===== src/sv/bfa_pkg.sv =====
// Types and constants of the bitmap frame allocator
package bfa_pkg;

    localparam int FRAME_W = 12;
    localparam logic [12:0] FRAME_LIMIT = 13'd4096;
    localparam logic [12:0] FRAME_COUNT_RST = 13'd4096;

    localparam logic OP_ALLOC = 1'b0;
    localparam logic OP_FREE  = 1'b1;

    localparam logic REG_FRAME_COUNT = 1'b0;

    localparam logic [1:0] ST_ALLOCATED = 2'd0;
    localparam logic [1:0] ST_MAPPED    = 2'd1;
    localparam logic [1:0] ST_NO_FREE   = 2'd2;
    localparam logic [1:0] ST_FREED     = 2'd3;

    typedef enum logic [2:0] {
        S_CLEAR,
        S_IDLE,
        S_SCAN,
        S_FREE_WR,
        S_DONE
    } t_state;

    typedef struct packed {
        logic [1:0]         status;
        logic [FRAME_W-1:0] frame;
        logic               present;
        logic               writable;
        logic               user_access;
    } t_result;

endpackage


===== src/sv/bfa_bitmap_mem.sv =====
// Bitmap word memory: one write port, one registered read port
module bfa_bitmap_mem #(
    parameter int DEPTH = 128,
    parameter int AW    = 7
) (
    input  logic          i_clk,
    input  logic          i_we,
    input  logic [AW-1:0] i_waddr,
    input  logic [31:0]   i_wdata,
    input  logic          i_re,
    input  logic [AW-1:0] i_raddr,
    output logic [31:0]   o_rdata
);

    logic [31:0] r_mem [DEPTH];
    logic [31:0] r_rdata;

    always_ff @(posedge i_clk) begin
        if (i_we) begin
            r_mem[i_waddr] <= i_wdata;
        end
        if (i_re) begin
            r_rdata <= r_mem[i_raddr];
        end
    end

    assign o_rdata = r_rdata;

endmodule


===== src/sv/bitmap_frame_allocator.sv =====
// First-fit page frame allocator over a used/free bitmap memory
//
// Input stream: s_axis_tuser selects allocate (0) or free (1); s_axis_tdata
// carries the page's current frame and the kernel and writable flags.
// Output stream: one transaction per request, status in m_axis_tuser, the
// frame and the page entry bits in m_axis_tdata.
// Configuration: frame_count at APB address 0, readable back; the user must see
// that it is written only while the block is idle, the block does not enforce it.
// Sequence: a request that needs no bitmap access goes from accept to the done
// state and then to the output register; a free first passes the bitmap write
// state; an allocation scans one bitmap word per cycle (up to MAX_FRAMES/32
// words, at most 128), set by the single read port of the bitmap memory.
// One request is in flight at a time; s_axis_tready is high only when idle,
// so the next request is taken at best in the cycle its result turns valid.
// Reset: the bitmap memory is zeroed by a sweep over all its words, during
// which no request is taken; frame_count returns to 4096.
// Stall: the result register holds while m_axis_tready is low; a finished
// request waits for it before the next request is taken.
module bitmap_frame_allocator
    import bfa_pkg::*;
#(
    parameter int MAX_FRAMES = 4096
) (
    input  logic        i_clk,
    input  logic        i_rst_n,
    input  logic        s_axis_tvalid,
    output logic        s_axis_tready,
    input  logic [15:0] s_axis_tdata,  // page_frame[11:0], kernel_page, rw_page, zeros
    input  logic        s_axis_tuser,  // op
    output logic        m_axis_tvalid,
    input  logic        m_axis_tready,
    output logic [15:0] m_axis_tdata,  // frame[11:0], present, writable, user_access, zero
    output logic [1:0]  m_axis_tuser,  // status
    input  logic        psel,
    input  logic        penable,
    input  logic        pwrite,
    input  logic [2:0]  paddr,
    input  logic [31:0] pwdata,
    output logic [31:0] prdata,
    output logic        pready
);

    localparam int WORDS = (MAX_FRAMES + 31) / 32;
    localparam int WW    = (WORDS > 1) ? $clog2(WORDS) : 1;
    localparam int CW    = (WW + 6 > 14) ? WW + 6 : 14;
    localparam logic [CW-1:0] MAXF = CW'(MAX_FRAMES);
    localparam logic [12:0] LIM_CAP =
        (MAX_FRAMES < 4096) ? 13'(MAX_FRAMES) : FRAME_LIMIT;
    localparam logic [WW-1:0] LAST_WORD = WW'(WORDS - 1);

    t_state              r_state, n_state;
    logic [WW-1:0]       r_w, n_w;
    logic                r_kern, r_wr;
    logic [FRAME_W-1:0]  r_pf;
    t_result             r_res, n_res;
    t_result             r_out, n_out;
    logic                r_ovalid, n_ovalid;
    logic [12:0]         r_frame_count;

    logic                mem_we, mem_re;
    logic [WW-1:0]       mem_waddr, mem_raddr;
    logic [31:0]         mem_wdata, mem_rdata;

    logic [12:0]         lim;
    logic [4:0]          zb;
    logic [WW:0]         nxt;
    logic [CW-1:0]       f_ext, nxt_base, in_pf_ext, pf_ext;
    logic                in_acc;
    logic [FRAME_W-1:0]  in_pf;
    logic                in_op;

    bfa_bitmap_mem #(
        .DEPTH (WORDS),
        .AW    (WW)
    ) u_mem (
        .i_clk   (i_clk),
        .i_we    (mem_we),
        .i_waddr (mem_waddr),
        .i_wdata (mem_wdata),
        .i_re    (mem_re),
        .i_raddr (mem_raddr),
        .o_rdata (mem_rdata)
    );

    assign pready = 1'b1;
    assign prdata = (paddr[2] == REG_FRAME_COUNT) ? {19'd0, r_frame_count} : 32'd0;

    always_ff @(posedge i_clk) begin
        if (!i_rst_n) begin
            r_frame_count <= FRAME_COUNT_RST;
        end else if (psel && penable && pwrite && pready && paddr[2] == REG_FRAME_COUNT) begin
            r_frame_count <= pwdata[12:0];
        end
    end

    assign lim       = (r_frame_count > LIM_CAP) ? LIM_CAP : r_frame_count;
    assign in_acc    = s_axis_tvalid && s_axis_tready;
    assign in_pf     = s_axis_tdata[11:0];
    assign in_op     = s_axis_tuser;
    assign in_pf_ext = CW'(in_pf);
    assign pf_ext    = CW'(r_pf);
    assign nxt       = {1'b0, r_w} + 1'b1;
    assign nxt_base  = CW'({nxt, 5'd0});
    assign f_ext     = CW'({r_w, zb});

    always_comb begin
        zb = 5'd0;
        for (int i = 31; i >= 0; i--) begin
            if (!mem_rdata[i]) begin
                zb = 5'(i);
            end
        end
    end

    always_ff @(posedge i_clk) begin
        if (!i_rst_n) begin
            r_state  <= S_CLEAR;
            r_w      <= '0;
            r_ovalid <= 1'b0;
        end else begin
            r_state  <= n_state;
            r_w      <= n_w;
            r_ovalid <= n_ovalid;
        end
    end

    always_ff @(posedge i_clk) begin
        r_res <= n_res;
        r_out <= n_out;
        if (in_acc) begin
            r_pf   <= in_pf;
            r_kern <= s_axis_tdata[12];
            r_wr   <= s_axis_tdata[13];
        end
    end

    always_comb begin
        n_state       = r_state;
        n_w           = r_w;
        n_res         = r_res;
        n_out         = r_out;
        n_ovalid      = r_ovalid && !m_axis_tready;
        mem_we        = 1'b0;
        mem_waddr     = r_w;
        mem_wdata     = '0;
        mem_re        = 1'b0;
        mem_raddr     = '0;
        s_axis_tready = (r_state == S_IDLE);

        unique case (r_state)
            S_CLEAR: begin
                mem_we = 1'b1;
                n_w    = r_w + 1'b1;
                if (r_w == LAST_WORD) begin
                    n_w     = '0;
                    n_state = S_IDLE;
                end
            end
            S_IDLE: begin
                if (in_acc) begin
                    n_res   = '0;
                    n_state = S_DONE;
                    n_w     = '0;
                    if (in_op == OP_ALLOC) begin
                        if (in_pf != '0) begin
                            n_res.status = ST_MAPPED;
                            n_res.frame  = in_pf;
                        end else if (lim == '0) begin
                            n_res.status = ST_NO_FREE;
                        end else begin
                            mem_re  = 1'b1;
                            n_state = S_SCAN;
                        end
                    end else begin
                        if (in_pf == '0) begin
                            n_res.status = ST_MAPPED;
                        end else begin
                            n_res.status = ST_FREED;
                            if (in_pf_ext < MAXF) begin
                                mem_re    = 1'b1;
                                mem_raddr = in_pf_ext[WW+4:5];
                                n_state   = S_FREE_WR;
                            end
                        end
                    end
                end
            end
            S_SCAN: begin
                if (!(&mem_rdata)) begin
                    n_state = S_DONE;
                    if (f_ext >= CW'(lim)) begin
                        n_res.status = ST_NO_FREE;
                    end else begin
                        mem_we            = 1'b1;
                        mem_wdata         = mem_rdata | (32'd1 << zb);
                        n_res.status      = ST_ALLOCATED;
                        n_res.frame       = f_ext[FRAME_W-1:0];
                        n_res.present     = 1'b1;
                        n_res.writable    = r_wr;
                        n_res.user_access = !r_kern;
                    end
                end else if (nxt_base >= CW'(lim)) begin
                    n_res.status = ST_NO_FREE;
                    n_state      = S_DONE;
                end else begin
                    mem_re    = 1'b1;
                    mem_raddr = nxt[WW-1:0];
                    n_w       = nxt[WW-1:0];
                end
            end
            S_FREE_WR: begin
                mem_we    = 1'b1;
                mem_waddr = pf_ext[WW+4:5];
                mem_wdata = mem_rdata & ~(32'd1 << r_pf[4:0]);
                n_state   = S_DONE;
            end
            S_DONE: begin
                if (!r_ovalid || m_axis_tready) begin
                    n_out    = r_res;
                    n_ovalid = 1'b1;
                    n_state  = S_IDLE;
                end
            end
            default: begin
                n_state = S_IDLE;
            end
        endcase
    end

    assign m_axis_tvalid = r_ovalid;
    assign m_axis_tuser  = r_out.status;
    assign m_axis_tdata  = {1'b0, r_out.user_access, r_out.writable, r_out.present, r_out.frame};

endmodule


===== config.mk =====
export PLATFORM = sky130hd
export DESIGN_NAME = bitmap_frame_allocator
export DESIGN_NICKNAME = d
export VERILOG_FILES = /design/src/sv/bfa_pkg.sv /design/src/sv/bfa_bitmap_mem.sv /design/src/sv/bitmap_frame_allocator.sv
export SDC_FILE = /design/constraint.sdc
export NUM_CORES = 2
export LEC_CHECK = 0
export BUFFER_PORTS_ARGS = -buffer_cell sky130_fd_sc_hd__clkbuf_2
export CAP_MARGIN = 25
export CORE_MARGIN = 4
export CORE_UTILIZATION = 35
export CTS_CLUSTER_SIZE = 25
export DETAILED_ROUTE_END_ITERATION = 6
export HOLD_SLACK_MARGIN = 0.15
export RECOVER_POWER = 25
export SLEW_MARGIN = 5
export SYNTH_ARGS = -nofsm -noshare
export SYNTH_HDL_FRONTEND = slang
export SYNTH_HIERARCHICAL = 1
export SYNTH_SLANG_ARGS = --single-unit

===== constraint.sdc =====
create_clock -name i_clk -period 15.8 [get_ports i_clk]
set_clock_uncertainty 0.05 [all_clocks]
set_input_delay 0.79 -clock i_clk [delete_from_list [all_inputs] [get_ports i_clk]]
set_output_delay 0.79 -clock i_clk [all_outputs]
set_load 0.005 [all_outputs]

==> metrics <==
Worst Path Class, Setup=reg2reg; highest clock rate=0.0979 GHz; vias in the first global route=about 76000; number of placement rows=~250; top cells by count, synth=sky130_fd_sc_hd__edfxtp_1 (4176), sky130_fd_sc_hd__mux4_2 (1344), sky130_fd_sc_hd__clkbuf_1 (208); worst-path fanout max=between 60 and 70; outcome=finished, violations left; destination of the worst hold path=r_state[0]; Final Routed Wirelength=~420000 µm; origin of the worst min-delay path=s_axis_tvalid; Buffers on Ports=67; DR vias=74600; largest cells by area after synthesis=sky130_fd_sc_hd__edfxtp_1 (78%), sky130_fd_sc_hd__mux4_2 (19%), sky130_fd_sc_hd__clkbuf_1 (0.48%); number of H-tree levels=5; post-route ant nets=0; launch point of the worst reg-to-reg path=u_mem/o_rdata[31]; WL/cell=30.9 µm; critical path data required time=about 16 ns; initial core utilization=between 30% and 40%; Tightest Pin Transition=4.42 ns; number of antenna violations at the first check in global routing=40; wire length of the first global-routing pass=585000 µm; post-synthesis instance area=162000 µm²; number of buffers created by CTS=404; post-route setup TNS=0 ns; minimum clock period after layout=10.21 ns; placer congestion estimate=0.869; floorplan die area=~470000 µm²; drt first-iter violations=9428; clock transition at the register clock pins on the worst setup and hold paths after CTS=0.06 ns; Max-Slew Margin vs Limit=-194%; final critical-path share of the clock period=64.6%; number of flops mapped to enable cells by yosys=4176; GRT Resource Usage Total=17.4%; Clock Sinks=4200; post-layout power=21.9 mW; most common cell in the netlist=sky130_fd_sc_hd__edfxtp_1; Max-Cap Viols=39; cell type with the largest total area after synthesis=sky130_fd_sc_hd__edfxtp_1; failing checks=design-rule violations, max-capacitance violations, max-slew violations; Congestion Overflow GR=0; Min-Delay Path Class=in2reg; Final HPWL DP=226000 µm; worst IR drop on VDD=0.0888 mV; Hold Fails Final Rpt=0; post-synth top area share=just under 80%; ratio of total power to cell area=118 nW/µm²; Syn Inst Count=between 6000 and 7000; average via count per standard cell=5.52; most frequently used flop master after synthesis=sky130_fd_sc_hd__edfxtp_1; Bufs on Longest Clock Path=4; P&R area growth vs syn=14.1%; fill cell instance count of the final layout=39700; count of distinct cell types in the synthesized netlist=66; pin count of the biggest net entering global routing=~110; area of the core=460000 µm²; setup slack of the most critical reg-to-reg path=5.59 ns; leakage power of the design=44.6 nW; Max Slew Vio Count=2165; Clock Tree Root=sky130_fd_sc_hd__clkbuf_16; net total in the final layout=7092; unrepaired setup endpoints after global routing=false; DRC viols=1; insertion delay to the later sink of the worst-skew pair=0.95 ns; Initial DRT Pass Iterations=7; number of warnings issued by yosys=6; count of cells along the worst hold path=3; R2R cell count=12; Final Setup Violations=0; sequential-to-total area share from yosys stat=approximately 78%; crit path DAT=10.85 ns; die boundary width=688 µm; number of ports placed on the die boundary=112; CP startpoint kind=register; Die Span Y=between 600 and 700 µm; clock tree from TritonCTS=built; proportion of synthesized flip-flops having asynchronous set or reset=0%; Syn Area/Cell=24.5 µm²; layout cell share with drive strength beyond 1=31.9%; crit end category=register; Synth Register Bits=4200; Reg-to-Reg End=u_mem/r_mem[120][25]
cells by family (layout without fill, tap and decap cells):
group | count (synthesis) | after routing | synth area share (%)
DFF | 4200 | 4200 | 77.8
muxes | 1377 | 1377 | 18.9
and+or+nand+nor | 443 | 443 | 1.30
buffers and inverters | 390 | 1101 | 1.04
AOI/OAI and AO/OA | 174 | 174 | 0.701
adders and majority gates | 21 | 21 | 0.162
xor gates and xnor gates | 6 | 6 | 0.0325
other | 2 | 58 | 0.00464
cell usage in the layout (no fill, tap or decap), types with 8 or more instances in the layout:
cell and n:
sky130_fd_sc_hd__edfxtp_1 4176, sky130_fd_sc_hd__mux4_2 1344, sky130_fd_sc_hd__clkbuf_16 411, sky130_fd_sc_hd__buf_4 206
sky130_fd_sc_hd__clkbuf_1 156, sky130_fd_sc_hd__nand2_1 116, sky130_fd_sc_hd__nor2_4 109, sky130_fd_sc_hd__clkinv_1 82
sky130_fd_sc_hd__clkinv_2 62, sky130_fd_sc_hd__o21ai_0 60, sky130_fd_sc_hd__nor2_1 57, sky130_fd_sc_hd__bufinv_16 41
sky130_fd_sc_hd__diode_2 37, sky130_fd_sc_hd__clkbuf_2 35, sky130_fd_sc_hd__mux2_2 32, sky130_fd_sc_hd__nor2b_1 28
sky130_fd_sc_hd__dlygate4sd3_1 27, sky130_fd_sc_hd__dfxtp_1 24, sky130_fd_sc_hd__a21oi_1 23, sky130_fd_sc_hd__nand3_1 23
sky130_fd_sc_hd__a21boi_0 21, sky130_fd_sc_hd__ha_1 21, sky130_fd_sc_hd__conb_1 21, sky130_fd_sc_hd__inv_1 19
sky130_fd_sc_hd__nand2b_1 15, sky130_fd_sc_hd__clkinvlp_4 15, sky130_fd_sc_hd__nand4_1 14, sky130_fd_sc_hd__a32o_1 12
sky130_fd_sc_hd__o21ai_4 11, sky130_fd_sc_hd__nor3_1 10, sky130_fd_sc_hd__nand3b_1 10, sky130_fd_sc_hd__buf_12 10
sky130_fd_sc_hd__clkinv_8 9, sky130_fd_sc_hd__nor3_2 9, sky130_fd_sc_hd__and3_1 8
worst max-delay path, cell delays in order, from the launching register on:
cell                       delay [ns]
sky130_fd_sc_hd__edfxtp_1        0.55
sky130_fd_sc_hd__nand4_1         0.18
sky130_fd_sc_hd__nor4_1          1.35
sky130_fd_sc_hd__or2b_1          0.50
sky130_fd_sc_hd__inv_1           0.32
sky130_fd_sc_hd__ha_1            0.29
sky130_fd_sc_hd__o41ai_1         0.49
sky130_fd_sc_hd__and3_1          0.72
sky130_fd_sc_hd__o211ai_1        0.18
sky130_fd_sc_hd__clkbuf_1        0.29
sky130_fd_sc_hd__o21ai_0         2.95
sky130_fd_sc_hd__clkbuf_1        1.55
sky130_fd_sc_hd__buf_16          0.30
routing by layer:
metal	wire, µm	global-route usage, %
met5	46	0
met4	12500	5.01
met3	32200	2.70
met2	203000	28.3
met1	171000	24.4
per-stage QoR:
step	cell area, µm²	util [%]	instances	hold slack [ns]	setup WS [ns]
6_report	185000	40.1	13500	0.305	5.59
5_1_grt	185000	40.1	13500	0.245	5.32
4_1_cts	185000	40.2	13500	0.191	7.20
3_5_place_dp	172000	37.3	12700	0.355	7.26
3_3_place_gp	172000	37.3	12700	0.361	7.21
2_1_floorplan	162000	-	6632	0.350	6.37
area by class of cell:
class                      count  area [µm²]  share of cell area, %
tap                         6149        7690                   4.17
multi-input combinational   2042       35300                   19.1
antenna                       37        92.6                 0.0502
sequential                  4200      126000                   68.2
clock inverter               229        2380                   1.29
clock buffer                 508       10700                   5.79
inverter                      20        75.1                 0.0407
timing repair buffer         344        2500                   1.35
worst max-delay path by stage:
stage               cells past startpoint  slack (ns)              start                    to
finish                                 12        5.59  u_mem/o_rdata[31]  u_mem/r_mem[120][25]
global route                           12        5.32  u_mem/o_rdata[18]  u_mem/r_mem[120][25]
CTS                                    17        7.20             r_w[0]      u_mem/o_rdata[9]
detailed placement                     17        7.26             r_w[0]     u_mem/o_rdata[10]
global placement                       17        7.21             r_w[0]     u_mem/o_rdata[10]
floorplan                              14        6.37  u_mem/o_rdata[23]     u_mem/r_mem[0][5]
flip-flops by register name (all words and copies together), names as in the netlist, 2 cells and up:
name	cells
r_frame_count	13
m_axis_tuser	2
r_w	7
m_axis_tdata	15
r_pf	12
u_mem/r_mem	4096
r_state	3
u_mem/o_rdata	32
r_res	17
what timing repair did:
action | CTS | global route
hold buffers | 27 | 0
buffers inserted | 0 | 0
hold endpoints to repair | 27 | 0
resized for setup | 0 | 0
report_power, final:
part | total (mW) | leakage (nW) | internal, mW | switching, mW
Clock | 9.56 | 6.35 | 5.47 | 4.09
Sequential | 12.1 | 30.6 | 12.1 | 0.00982
Combinational | 0.181 | 7.65 | 0.0600 | 0.121
Total | 21.9 | 44.6 | 17.6 | 4.22
(Power assumes the default switching activity.)
